## src/rtl/core/shk_pkg.sv

```systemverilog
// Package for the selectable string key hash.
// Holds scheme codes, hash constants, datapath command types and helpers.
// No dependencies.
`default_nettype none

package shk_pkg;

    localparam logic [2:0] ALG_CRC32   = 3'd0;
    localparam logic [2:0] ALG_DJB2    = 3'd1;
    localparam logic [2:0] ALG_SDBM    = 3'd2;
    localparam logic [2:0] ALG_ROT     = 3'd3;
    localparam logic [2:0] ALG_FNV1A   = 3'd4;
    localparam logic [2:0] ALG_MURMUR  = 3'd5;

    localparam logic [31:0] CRC_POLY  = 32'hEDB8_8320;
    localparam logic [31:0] DJB2_SEED = 32'd5381;
    localparam logic [31:0] FNV_SEED  = 32'd2166136261;
    localparam logic [31:0] FNV_PRIME = 32'd16777619;
    localparam logic [31:0] MM_C1     = 32'hcc9e_2d51;
    localparam logic [31:0] MM_C2     = 32'h1b87_3593;
    localparam logic [31:0] MM_ADD    = 32'he654_6b64;
    localparam logic [31:0] MM_F1     = 32'h85eb_ca6b;
    localparam logic [31:0] MM_F2     = 32'hc2b2_ae35;

    typedef enum logic [2:0] {
        DP_NOP,
        DP_ABSORB,
        DP_EMIT,
        DP_MM_K2,
        DP_MM_H,
        DP_FIN1,
        DP_FIN2,
        DP_FIN3
    } t_dp_op;

    typedef struct packed {
        t_dp_op op;
    } t_dp_cmd;

    typedef struct packed {
        logic is_mm;
    } t_dp_stat;

    typedef enum logic [2:0] {
        ST_IDLE,
        ST_MM_K2,
        ST_MM_H,
        ST_FIN2,
        ST_FIN3
    } t_state;

    function automatic logic [31:0] seed_of(input logic [2:0] alg);
        logic [31:0] s;
        case (alg)
            ALG_DJB2:  s = DJB2_SEED;
            ALG_FNV1A: s = FNV_SEED;
            default:   s = 32'd0;
        endcase
        return s;
    endfunction

    function automatic logic [31:0] crc_byte(input logic [31:0] h, input logic [7:0] b);
        logic [31:0] c;
        c = h ^ {24'd0, b};
        for (int i = 0; i < 8; i++) begin
            c = (c >> 1) ^ (CRC_POLY & {32{c[0]}});
        end
        return c;
    endfunction

endpackage

`default_nettype wire

```

## src/rtl/core/shk_if.sv

```systemverilog
// Stream interfaces for the selectable string key hash.
// Key word channel and hash word channel; valid/ready handshake.
// Depends on nothing.
`default_nettype none

interface shk_in_if;
    logic       valid;
    logic       ready;
    logic [7:0] key_byte;
    logic       end_of_key;

    modport source (output valid, output key_byte, output end_of_key, input ready);
    modport sink   (input valid, input key_byte, input end_of_key, output ready);
endinterface

interface shk_out_if;
    logic        valid;
    logic        ready;
    logic [31:0] hash_value;

    modport source (output valid, output hash_value, input ready);
    modport sink   (input valid, input hash_value, output ready);
endinterface

`default_nettype wire

```

## src/rtl/core/selectable_string_key_hash.sv

```systemverilog
// Selectable string key hash: one key byte per word, terminator word emits hash.
// crc32, djb2, sdbm, rotating and fnv1a finish each word when it is accepted;
// murmur-like adds K2 and H steps per byte, FIN2/FIN3 per terminator (multiply chain).
// The hash word appears in an output register the cycle after its terminator completes.
// Reset (i_rst_n low, synchronous): scheme crc32, running hash 0, no word pending.
// Depends on shk_pkg, shk_if, shk_ctrl, shk_datapath.
`default_nettype none

module selectable_string_key_hash (
    input  wire logic       i_clk,
    input  wire logic       i_rst_n,
    input  wire logic       i_cfg_wr_en,
    input  wire logic [2:0] i_cfg_wr_data,
    shk_in_if.sink          i_key,
    shk_out_if.source       o_hash
);
    import shk_pkg::*;

    t_dp_cmd  w_cmd;
    t_dp_stat w_stat;

    shk_ctrl u_ctrl (
        .i_clk        (i_clk),
        .i_rst_n      (i_rst_n),
        .i_in_valid   (i_key.valid),
        .i_end_of_key (i_key.end_of_key),
        .o_in_ready   (i_key.ready),
        .o_out_valid  (o_hash.valid),
        .i_out_ready  (o_hash.ready),
        .i_stat       (w_stat),
        .o_cmd        (w_cmd)
    );

    shk_datapath u_datapath (
        .i_clk         (i_clk),
        .i_rst_n       (i_rst_n),
        .i_cfg_wr_en   (i_cfg_wr_en),
        .i_cfg_wr_data (i_cfg_wr_data),
        .i_key_byte    (i_key.key_byte),
        .i_cmd         (w_cmd),
        .o_stat        (w_stat),
        .o_hash_value  (o_hash.hash_value)
    );

endmodule

`default_nettype wire

```

## src/rtl/core/shk_datapath.sv

```systemverilog
// Datapath of the selectable string key hash: scheme register, running hash,
// multiply scratch register and output hash register.
// Depends on shk_pkg.
`default_nettype none

module shk_datapath (
    input  wire logic              i_clk,
    input  wire logic              i_rst_n,
    input  wire logic              i_cfg_wr_en,
    input  wire logic [2:0]        i_cfg_wr_data,
    input  wire logic [7:0]        i_key_byte,
    input  wire shk_pkg::t_dp_cmd  i_cmd,
    output      shk_pkg::t_dp_stat o_stat,
    output      logic [31:0]       o_hash_value
);
    import shk_pkg::*;

    logic [2:0]  r_alg;
    logic [2:0]  n_alg;
    logic [31:0] r_hash;
    logic [31:0] n_hash;
    logic [31:0] r_tmp;
    logic [31:0] n_tmp;
    logic [31:0] r_out;
    logic [31:0] n_out;
    logic [31:0] w_byte;
    logic [31:0] w_mix;
    logic [31:0] w_rot;

    assign w_byte = {24'd0, i_key_byte};
    assign w_mix  = r_hash ^ r_tmp;
    assign w_rot  = {w_mix[18:0], w_mix[31:19]};

    always_comb begin
        n_alg  = r_alg;
        n_hash = r_hash;
        n_tmp  = r_tmp;
        n_out  = r_out;
        case (i_cmd.op)
            DP_ABSORB: begin
                case (r_alg)
                    ALG_DJB2:   n_hash = (r_hash << 5) + r_hash + w_byte;
                    ALG_SDBM:   n_hash = w_byte + (r_hash << 6) + (r_hash << 16) - r_hash;
                    ALG_ROT:    n_hash = {r_hash[26:0], r_hash[31:27]} ^ w_byte;
                    ALG_FNV1A:  n_hash = (r_hash ^ w_byte) * FNV_PRIME;
                    ALG_MURMUR: n_tmp  = w_byte * MM_C1;
                    default:    n_hash = crc_byte(r_hash, i_key_byte);
                endcase
            end
            DP_MM_K2: n_tmp  = {r_tmp[16:0], r_tmp[31:17]} * MM_C2;
            DP_MM_H:  n_hash = w_rot + (w_rot << 2) + MM_ADD;
            DP_FIN1:  n_tmp  = (r_hash ^ (r_hash >> 16)) * MM_F1;
            DP_FIN2:  n_tmp  = (r_tmp ^ (r_tmp >> 13)) * MM_F2;
            DP_FIN3: begin
                n_out  = r_tmp ^ (r_tmp >> 16);
                n_hash = seed_of(r_alg);
            end
            DP_EMIT: begin
                n_out  = r_hash;
                n_hash = seed_of(r_alg);
            end
            default: ;
        endcase
        if (i_cfg_wr_en) begin
            n_alg  = i_cfg_wr_data;
            n_hash = seed_of(i_cfg_wr_data);
        end
    end

    always_ff @(posedge i_clk) begin
        if (!i_rst_n) begin
            r_alg  <= ALG_CRC32;
            r_hash <= 32'd0;
        end else begin
            r_alg  <= n_alg;
            r_hash <= n_hash;
        end
    end

    always_ff @(posedge i_clk) begin
        r_tmp <= n_tmp;
        r_out <= n_out;
    end

    assign o_stat.is_mm = (r_alg == ALG_MURMUR);
    assign o_hash_value = r_out;

endmodule

`default_nettype wire

```

## src/rtl/core/shk_ctrl.sv

```systemverilog
// Controller of the selectable string key hash: sequences multi-cycle
// murmur steps and owns the handshakes and output word valid.
// Depends on shk_pkg.
`default_nettype none

module shk_ctrl (
    input  wire logic              i_clk,
    input  wire logic              i_rst_n,
    input  wire logic              i_in_valid,
    input  wire logic              i_end_of_key,
    output      logic              o_in_ready,
    output      logic              o_out_valid,
    input  wire logic              i_out_ready,
    input  wire shk_pkg::t_dp_stat i_stat,
    output      shk_pkg::t_dp_cmd  o_cmd
);
    import shk_pkg::*;

    t_state r_state;
    t_state n_state;
    logic   r_out_valid;
    logic   n_out_valid;
    logic   w_slot_free;
    logic   w_load;

    assign w_slot_free = !r_out_valid || i_out_ready;

    always_ff @(posedge i_clk) begin
        if (!i_rst_n) begin
            r_state     <= ST_IDLE;
            r_out_valid <= 1'b0;
        end else begin
            r_state     <= n_state;
            r_out_valid <= n_out_valid;
        end
    end

    always_comb begin
        n_state    = r_state;
        o_cmd.op   = DP_NOP;
        o_in_ready = 1'b0;
        w_load     = 1'b0;
        case (r_state)
            ST_IDLE: begin
                o_in_ready = w_slot_free;
                if (i_in_valid && w_slot_free) begin
                    if (i_end_of_key) begin
                        if (i_stat.is_mm) begin
                            o_cmd.op = DP_FIN1;
                            n_state  = ST_FIN2;
                        end else begin
                            o_cmd.op = DP_EMIT;
                            w_load   = 1'b1;
                        end
                    end else begin
                        o_cmd.op = DP_ABSORB;
                        if (i_stat.is_mm) begin
                            n_state = ST_MM_K2;
                        end
                    end
                end
            end
            ST_MM_K2: begin
                o_cmd.op = DP_MM_K2;
                n_state  = ST_MM_H;
            end
            ST_MM_H: begin
                o_cmd.op = DP_MM_H;
                n_state  = ST_IDLE;
            end
            ST_FIN2: begin
                o_cmd.op = DP_FIN2;
                n_state  = ST_FIN3;
            end
            ST_FIN3: begin
                if (w_slot_free) begin
                    o_cmd.op = DP_FIN3;
                    w_load   = 1'b1;
                    n_state  = ST_IDLE;
                end
            end
            default: n_state = ST_IDLE;
        endcase
    end

    always_comb begin
        n_out_valid = r_out_valid;
        if (w_load) begin
            n_out_valid = 1'b1;
        end else if (i_out_ready) begin
            n_out_valid = 1'b0;
        end
    end

    assign o_out_valid = r_out_valid;

endmodule

`default_nettype wire
```

## src/flat_wrapper.sv

```systemverilog
// flat-port wrapper written by rule: the top's interface ports become plain ports
module selectable_string_key_hash_flat import shk_pkg::*;
  (i_clk, i_rst_n, i_cfg_wr_en, i_cfg_wr_data, i_key_valid, i_key_key_byte, i_key_end_of_key, i_key_ready, o_hash_valid, o_hash_hash_value, o_hash_ready);
  shk_in_if i_key_i ();
  shk_out_if o_hash_i ();
  input  wire logic i_clk;
  input  wire logic i_rst_n;
  input  wire logic i_cfg_wr_en;
  input  wire logic [2:0] i_cfg_wr_data;
  input wire logic [$bits(i_key_i.valid)-1:0] i_key_valid;
  input wire logic [$bits(i_key_i.key_byte)-1:0] i_key_key_byte;
  input wire logic [$bits(i_key_i.end_of_key)-1:0] i_key_end_of_key;
  output wire logic [$bits(i_key_i.ready)-1:0] i_key_ready;
  output wire logic [$bits(o_hash_i.valid)-1:0] o_hash_valid;
  output wire logic [$bits(o_hash_i.hash_value)-1:0] o_hash_hash_value;
  input wire logic [$bits(o_hash_i.ready)-1:0] o_hash_ready;
  assign i_key_i.valid = i_key_valid;
  assign i_key_i.key_byte = i_key_key_byte;
  assign i_key_i.end_of_key = i_key_end_of_key;
  assign i_key_ready = i_key_i.ready;
  assign o_hash_valid = o_hash_i.valid;
  assign o_hash_hash_value = o_hash_i.hash_value;
  assign o_hash_i.ready = o_hash_ready;
  selectable_string_key_hash u_core (.i_clk(i_clk), .i_rst_n(i_rst_n), .i_cfg_wr_en(i_cfg_wr_en), .i_cfg_wr_data(i_cfg_wr_data), .i_key(i_key_i), .o_hash(o_hash_i));
endmodule
```

## config.mk

```make
export PLATFORM = sky130hd
export DESIGN_NAME = selectable_string_key_hash_flat
export DESIGN_NICKNAME = d
export VERILOG_FILES = /design/src/rtl/core/shk_pkg.sv /design/src/rtl/core/shk_if.sv /design/src/rtl/core/selectable_string_key_hash.sv /design/src/rtl/core/shk_datapath.sv /design/src/rtl/core/shk_ctrl.sv /design/src/flat_wrapper.sv
export SDC_FILE = /design/constraint.sdc
export NUM_CORES = 2
export LEC_CHECK = 0
export BUFFER_PORTS_ARGS = -buffer_cell sky130_fd_sc_hd__buf_2
export CORE_ASPECT_RATIO = 1.2
export CORE_MARGIN = 8
export CORE_UTILIZATION = 50
export DETAILED_ROUTE_END_ITERATION = 8
export GPL_TIMING_DRIVEN = 0
export PLACE_DENSITY_LB_ADDON = 0.25
export SLEW_MARGIN = 25
export SYNTH_ARGS = -nofsm -noshare
export SYNTH_HDL_FRONTEND = slang
export SYNTH_SLANG_ARGS = --single-unit
```

## constraint.sdc

```tcl
create_clock -name i_clk -period 9.1 [get_ports i_clk]
set_input_delay 0.91 -clock i_clk [delete_from_list [all_inputs] [get_ports i_clk]]
set_output_delay 0.91 -clock i_clk [all_outputs]
set_load 0.005 [all_outputs]
```

Word-level counts from Yosys, hierarchy flattened --
Index checks and enable logic that the tools add are counted.
Storage, ports and cells: flip-flop bits (word level) 103, output and inout bits 34, logic and storage cells 94, input bits 17
Cells by class: $mul 5, $add $sub $neg 7, muxes and demuxes 27, reductions and logical operators 12, bitwise operators 14, equal/unequal tests 23
Operators with widths (count):
- 31-bit by 32-bit bitwise XOR with 32-bit output | 8
- 32-bit one-hot mux with 2 select lines | 3
- 32-bit one-hot mux with 5 select lines | 1
- 32-bit one-hot mux with 4 select lines | 1
- 32-bit adder | 3
- 32-bit one-hot mux with 3 select lines | 1
- 32-bit 2-to-1 mux | 2
- 32-bit by 16-bit bitwise XOR with 32-bit output | 2
- 32-bit by 8-bit bitwise XOR with 32-bit output | 2
- 32-bit adder, second input constant | 1
- 32-bit by 8-bit adder with 32-bit output | 1
- 8-bit by 32-bit adder with 32-bit output | 1
- 32-bit by 25-bit multiplier with 32-bit output, second input constant | 1
- 32-bit by 29-bit multiplier with 32-bit output, second input constant | 1
- 32-bit by 31-bit multiplier with 32-bit output, second input constant | 1
- 32-bit by 32-bit multiplier with 32-bit output, second input constant | 1
- 8-bit by 32-bit multiplier with 32-bit output, second input constant | 1
- 32-bit subtractor | 1
- 32-bit by 19-bit bitwise XOR with 32-bit output | 1
- 32-bit bitwise XOR | 1
- 3-bit 2-to-1 mux | 9
- 3-bit equality test, second input constant | 8
- 3-bit by 2-bit equality test with 1-bit output, second input constant | 6
- 3-bit one-hot mux with 5 select lines | 1
- other kinds (16) | 30

Depth between registers and ports, before layout --
word-level depth 12, depth in mapped cells 28, depth with buffers taken out 27

By module --
A second synthesis with hierarchy kept.
Second synthesis, totals: cell total of the unflattened synthesis 5181, area, all modules 47344.2 um2
Modules (own cells, without submodules):
- shk_datapath | area an instance 47096.4 um2, sequential area each 2622.5 um2, cells each 5151, instances 1
- shk_ctrl | area an instance 247.7 um2, sequential area each 80.1 um2, cells each 30, instances 1

Least setup slack after synthesis --
No wires, ideal clock.
path kind register to register, start register u_core.u_datapath.r_tmp[22], end register u_core.u_datapath.r_tmp[31] (data pin), arrival time 6993 ps, buffers on the path 1, data required time 8824 ps, cell stages (with the launch flop) 24, slack 1831 ps, setup time 276 ps, period minus slack after synthesis 7269 ps, path through edfxtp_1 -> buf_2 -> xor2_1 -> ha_1 -> ha_1 -> a21oi_1 -> fa_1 -> fa_1 -> inv_1 -> fa_1 -> fa_1 -> fa_1 -> inv_1 -> fa_1 -> inv_1 -> ha_1 -> a2111oi_0 -> nand3b_1 -> and3_1 -> a21oi_1 -> o41ai_1 -> xnor2_1 -> a221oi_1 -> a22oi_1
On the way: word-level cells in the longest chain between the ends 3, elaborated cells between the ends (all ways) 4, classes of those cells mul (2); mux (1); bitwise (1)
RTL lines:
- start, declared | line shk_datapath.sv:22 | logic [31:0] r_tmp;
- start signal, assigned | line shk_datapath.sv:81 | r_tmp <= n_tmp;
- 32-bit by 19-bit bitwise XOR with 32-bit output | line shk_datapath.sv:53 | DP_FIN2: n_tmp = (r_tmp ^ (r_tmp >> 13)) * MM_F2;
- 32-bit by 31-bit multiplier with 32-bit output | line shk_datapath.sv:53
- 32-bit one-hot mux with 4 select lines (*) | line shk_datapath.sv:39 | case (i_cmd.op)
- via u_core.u_datapath.n_tmp[31] | line shk_datapath.sv:23 | logic [31:0] n_tmp;
Mark *: on every way through the listed nets, which the timed path passes. The rest lies on a longest branch. A chain may end at the register's enable or synchronous reset.

Worst setup path in the final report --
start register u_core.u_datapath.r_tmp[2], end register u_core.u_datapath.r_tmp[31] (data pin)
The elaborated chain is that of the path after synthesis.

==> run summary <==
Before antenna repair, the detailed router went through 6 iterations. The post-placement cell area was 49500 um^2; the total number of yosys warnings was 0. For this run, asynchronously set or reset flops after synthesis account for 0%.

First-pass GRT wire length: 244000 um. The cell area after technology mapping came out at 47500 um^2. Highest fanout seen on the critical path: 8. The run gives 141000 um as the detailed placement HPWL.

Counting every instance in the synthesized netlist gives 5168. After synthesis, the cell types taking the most area are fa_1 (30%), ha_1 (25%), inv_1 (11%). The number of distinct library cells after synthesis was 104; the total DRC errors in the routed layout was 0. The cell taking the most area after synthesis was fa_1. Of the synthesized area, sequential elements account for 5.69%.

The logs give 124 for the total number of placement rows and 6 for the number of antenna violations at the first check in global routing. The count of pins over their slew limit is 0, and the violation count after the first detailed-route iteration is 2750. Die width: 297 um. The maximum number of buffers from clock root to sink was 2. The start point of the worst hold path was u_core.u_ctrl.r_state[2]. The total length of routed wires was 165000 um; the total count of hold-check failures in the final report was 0. The count of state elements after synthesis was 103; the tightest slew margin relative to the limit was 20.2%. The tools report the I/O pin count as 51. The top cell types in the final layout, fill and taps aside, are inv_1 (1338), ha_1 (956), fa_1 (712). After the last flow step, the layout net total stands at 6925.

The number of vias in the routed layout was 37000. The number of cells traversed by the worst register-to-register path is 24. After routing, the total negative slack on setup checks comes to 0 ns. Averaged over all synthesized cells, the footprint is 9.19 um^2. The worst clock skew on the final layout came out at 0.0200 ns.

The logs give 0 for the hold buffer count at cts and 31.0% for the overall global routing resource usage. Type of element capturing the critical path: a register. The leading cell type in the layout, fill and taps excluded was inv_1. The flow ran to the end, and the final reports show no timing, DRC or antenna violations. Once the floorplan was initialized, standard cells occupied 50.2% of the core. The tools report the count of antenna-violating nets left after detailed routing as 0. The logs give 103 for the count of clock tree sinks and 94600 um^2 for the core region area.

The worst setup path is launched from a register. The fraction of layout instances using a drive strength above 1 is 4.50%. In this run the critical register-to-register path is captured at u_core.u_datapath.r_tmp[31]. Buffers inserted during clock tree synthesis total 9. The final instance area is 49900 um^2, and the number of enable-type register cells in the synthesized netlist is 64. Including well taps, the total number of placed cells is 6482. TritonCTS built the clock tree.

At the worst endpoint, the arrival time is 9.07 ns. The finished layout holds 6511 standard cells, fillers aside. The die covers 105000 um^2.

The clock input transition at the sequential cells of the worst setup and hold paths was 0.09 ns; the height of the chip was 354 um. The pin count of the biggest net entering global routing came out at 36. The worst hold path class was register to register. In this run the tool buffered the top-level ports with 49 buffer cells.

For the pin with the worst max-slew slack, the measured transition is 1.20 ns. The tools report the worst reg2reg path startpoint as u_core.u_datapath.r_tmp[2]. Max-cap violations in this run came to 0.

Path type of the worst setup path: register to register. The tools report the cell at the root of the clock tree as clkbuf_16. The smallest clock period supported by the final layout is computed as 8.96 ns.

The run gives 0.14 ns as the worst reg-to-reg setup slack. The area growth from synthesis to layout is 5.09%. The post-route clock period utilization is 98.4%, and the final count of negative-setup-slack endpoints is 0. For the maximum frequency from static timing analysis, the log shows 112 MHz. The required time reported for the critical path endpoint is 9.22 ns.

The number of global-route vias before repair is 38600. The prevailing post-synth register cell was edfxtp_1. In the final routed layout, each cell accounts on average for 25.4 um. Worst-case hold path end point: u_core.u_ctrl.r_state[2]. After global routing the overflow that remains totals 0.

The clock latency reported for the late side of the worst-skew pair is 0.41 ns, and the depth of the worst hold-timing path is 2. The number of nets handed over by synthesis was 6853. Proportion of netlist area held by the largest area contributor: 30.0%. Using the TritonRoute via totals, the vias-per-cell ratio works out to 5.68.

Number of H-tree levels: 3. At the end of routability-driven placement, the weighted congestion stood at 1.08.
[synth_stat cells, types with 15 or more instances]
cell type,count
a21o_1,87
and2_1,22
a21oi_1,254
buf_2,23
fa_1,712
nor2_1,137
nor3_1,32
o21ai_0,168
xnor2_1,295
edfxtp_1,64
and3_1,19
a22oi_1,31
dfxtp_1,39
o22ai_1,29
nor2b_1,33
o21bai_1,22
o211ai_1,22
clkbuf_1,74
or3_1,16
or2_2,17
nand2_1,190
a221oi_1,22
inv_1,1339
xor2_1,160
o21ai_1,15
ha_1,956
nand2b_1,30
nand3_1,31
a211oi_1,32
a31oi_1,28
o21a_1,36
[layout make-up]
type	count	area (um^2)
repair buffers	62	402
fillers	8922	44700
well taps	1260	1580
diodes	6	15.0
flip-flops and latches	103	2720
plain buffers	107	514
clock buffers	10	229
clock inverters	6	55.1
inverters	1340	5030
multi-input cells	3617	39400
[cell families (layout without fill, tap and decap cells)]
family,Yosys count,after routing,synth area share (%)
buf+inv,1448,1525,11.7
flops,103,103,5.69
fa+ha+maj,1668,1668,55.2
compound gates,904,904,12.8
simple gates,575,575,5.89
mux,14,14,0.324
other cells,0,6,0
xor+xnor,456,456,8.43
[critical path: stages, from the launching register on]
cell and delay [ns]:
edfxtp_1 0.78, clkbuf_1 0.80, xor2_1 0.58, ha_1 0.28, inv_1 0.10, fa_1 0.47, fa_1 0.56, inv_1 0.06
fa_1 0.41, fa_1 0.50, ha_1 0.30, fa_1 0.48, inv_1 0.05, fa_1 0.51, inv_1 0.05, ha_1 0.37
nand3_1 0.12, a211oi_1 0.41, o2111ai_1 0.17, and3_1 0.21, a21oi_1 0.36, o41ai_1 0.13, xnor2_1 0.21, a221oi_1 0.60
a22oi_1 0.14
[how the worst max path moves through the flow]
stage | startpoint | to | slack, ns
6_report | u_core.u_datapath.r_tmp[2] | u_core.u_datapath.r_tmp[31] | 0.14
2_1_floorplan | u_core.u_datapath.r_tmp[22] | u_core.u_datapath.r_tmp[31] | 1.83
5_1_grt | u_core.u_datapath.r_tmp[24] | u_core.u_datapath.r_tmp[31] | -0.005
3_3_place_gp | u_core.u_datapath.r_hash[16] | u_core.u_datapath.r_tmp[21] | -1.02
3_5_place_dp | u_core.u_datapath.r_tmp[20] | u_core.u_datapath.r_tmp[31] | -0.32
4_1_cts | u_core.u_datapath.r_hash[27] | u_core.u_datapath.r_tmp[27] | 0.03
[registers in the layout, indices dropped and copies added (netlist names)]
register,count
u_core.u_datapath.r_hash,32
u_core.u_datapath.r_alg,3
u_core.u_datapath.o_hash_value,32
u_core.u_datapath.r_tmp,32
u_core.u_ctrl.r_state,3
u_core.u_ctrl.o_out_valid,1
[routing by layer]
layer	global-route usage (%)	up-vias	wire (um)
met2	52.4	1444	78200
met4	23.3	2	15300
met5	0	-	13
met3	4.56	506	10800
met1	35.6	18200	61200
li1	-	16800	-
[repair_timing]
item	4_1_cts	5_1_grt
pin swaps	0	0
buffers inserted	1	6
setup endpoints to repair	5	5
gates resized for setup	8	26
[per-stage QoR]
step                      util (%)  setup slack, ns  hold slack, ns
after floorplan                  -             1.83           0.533
after global placement        52.1            -1.02           0.579
after detailed placement      52.3           -0.323           0.594
after CTS                     52.6           0.0261           0.604
after global routing          52.7         -0.00505           0.640
final                         52.7            0.144           0.610
Power is not shown: default switching activity piles up to over one toggle a cycle in this logic, so the estimate is an artifact.
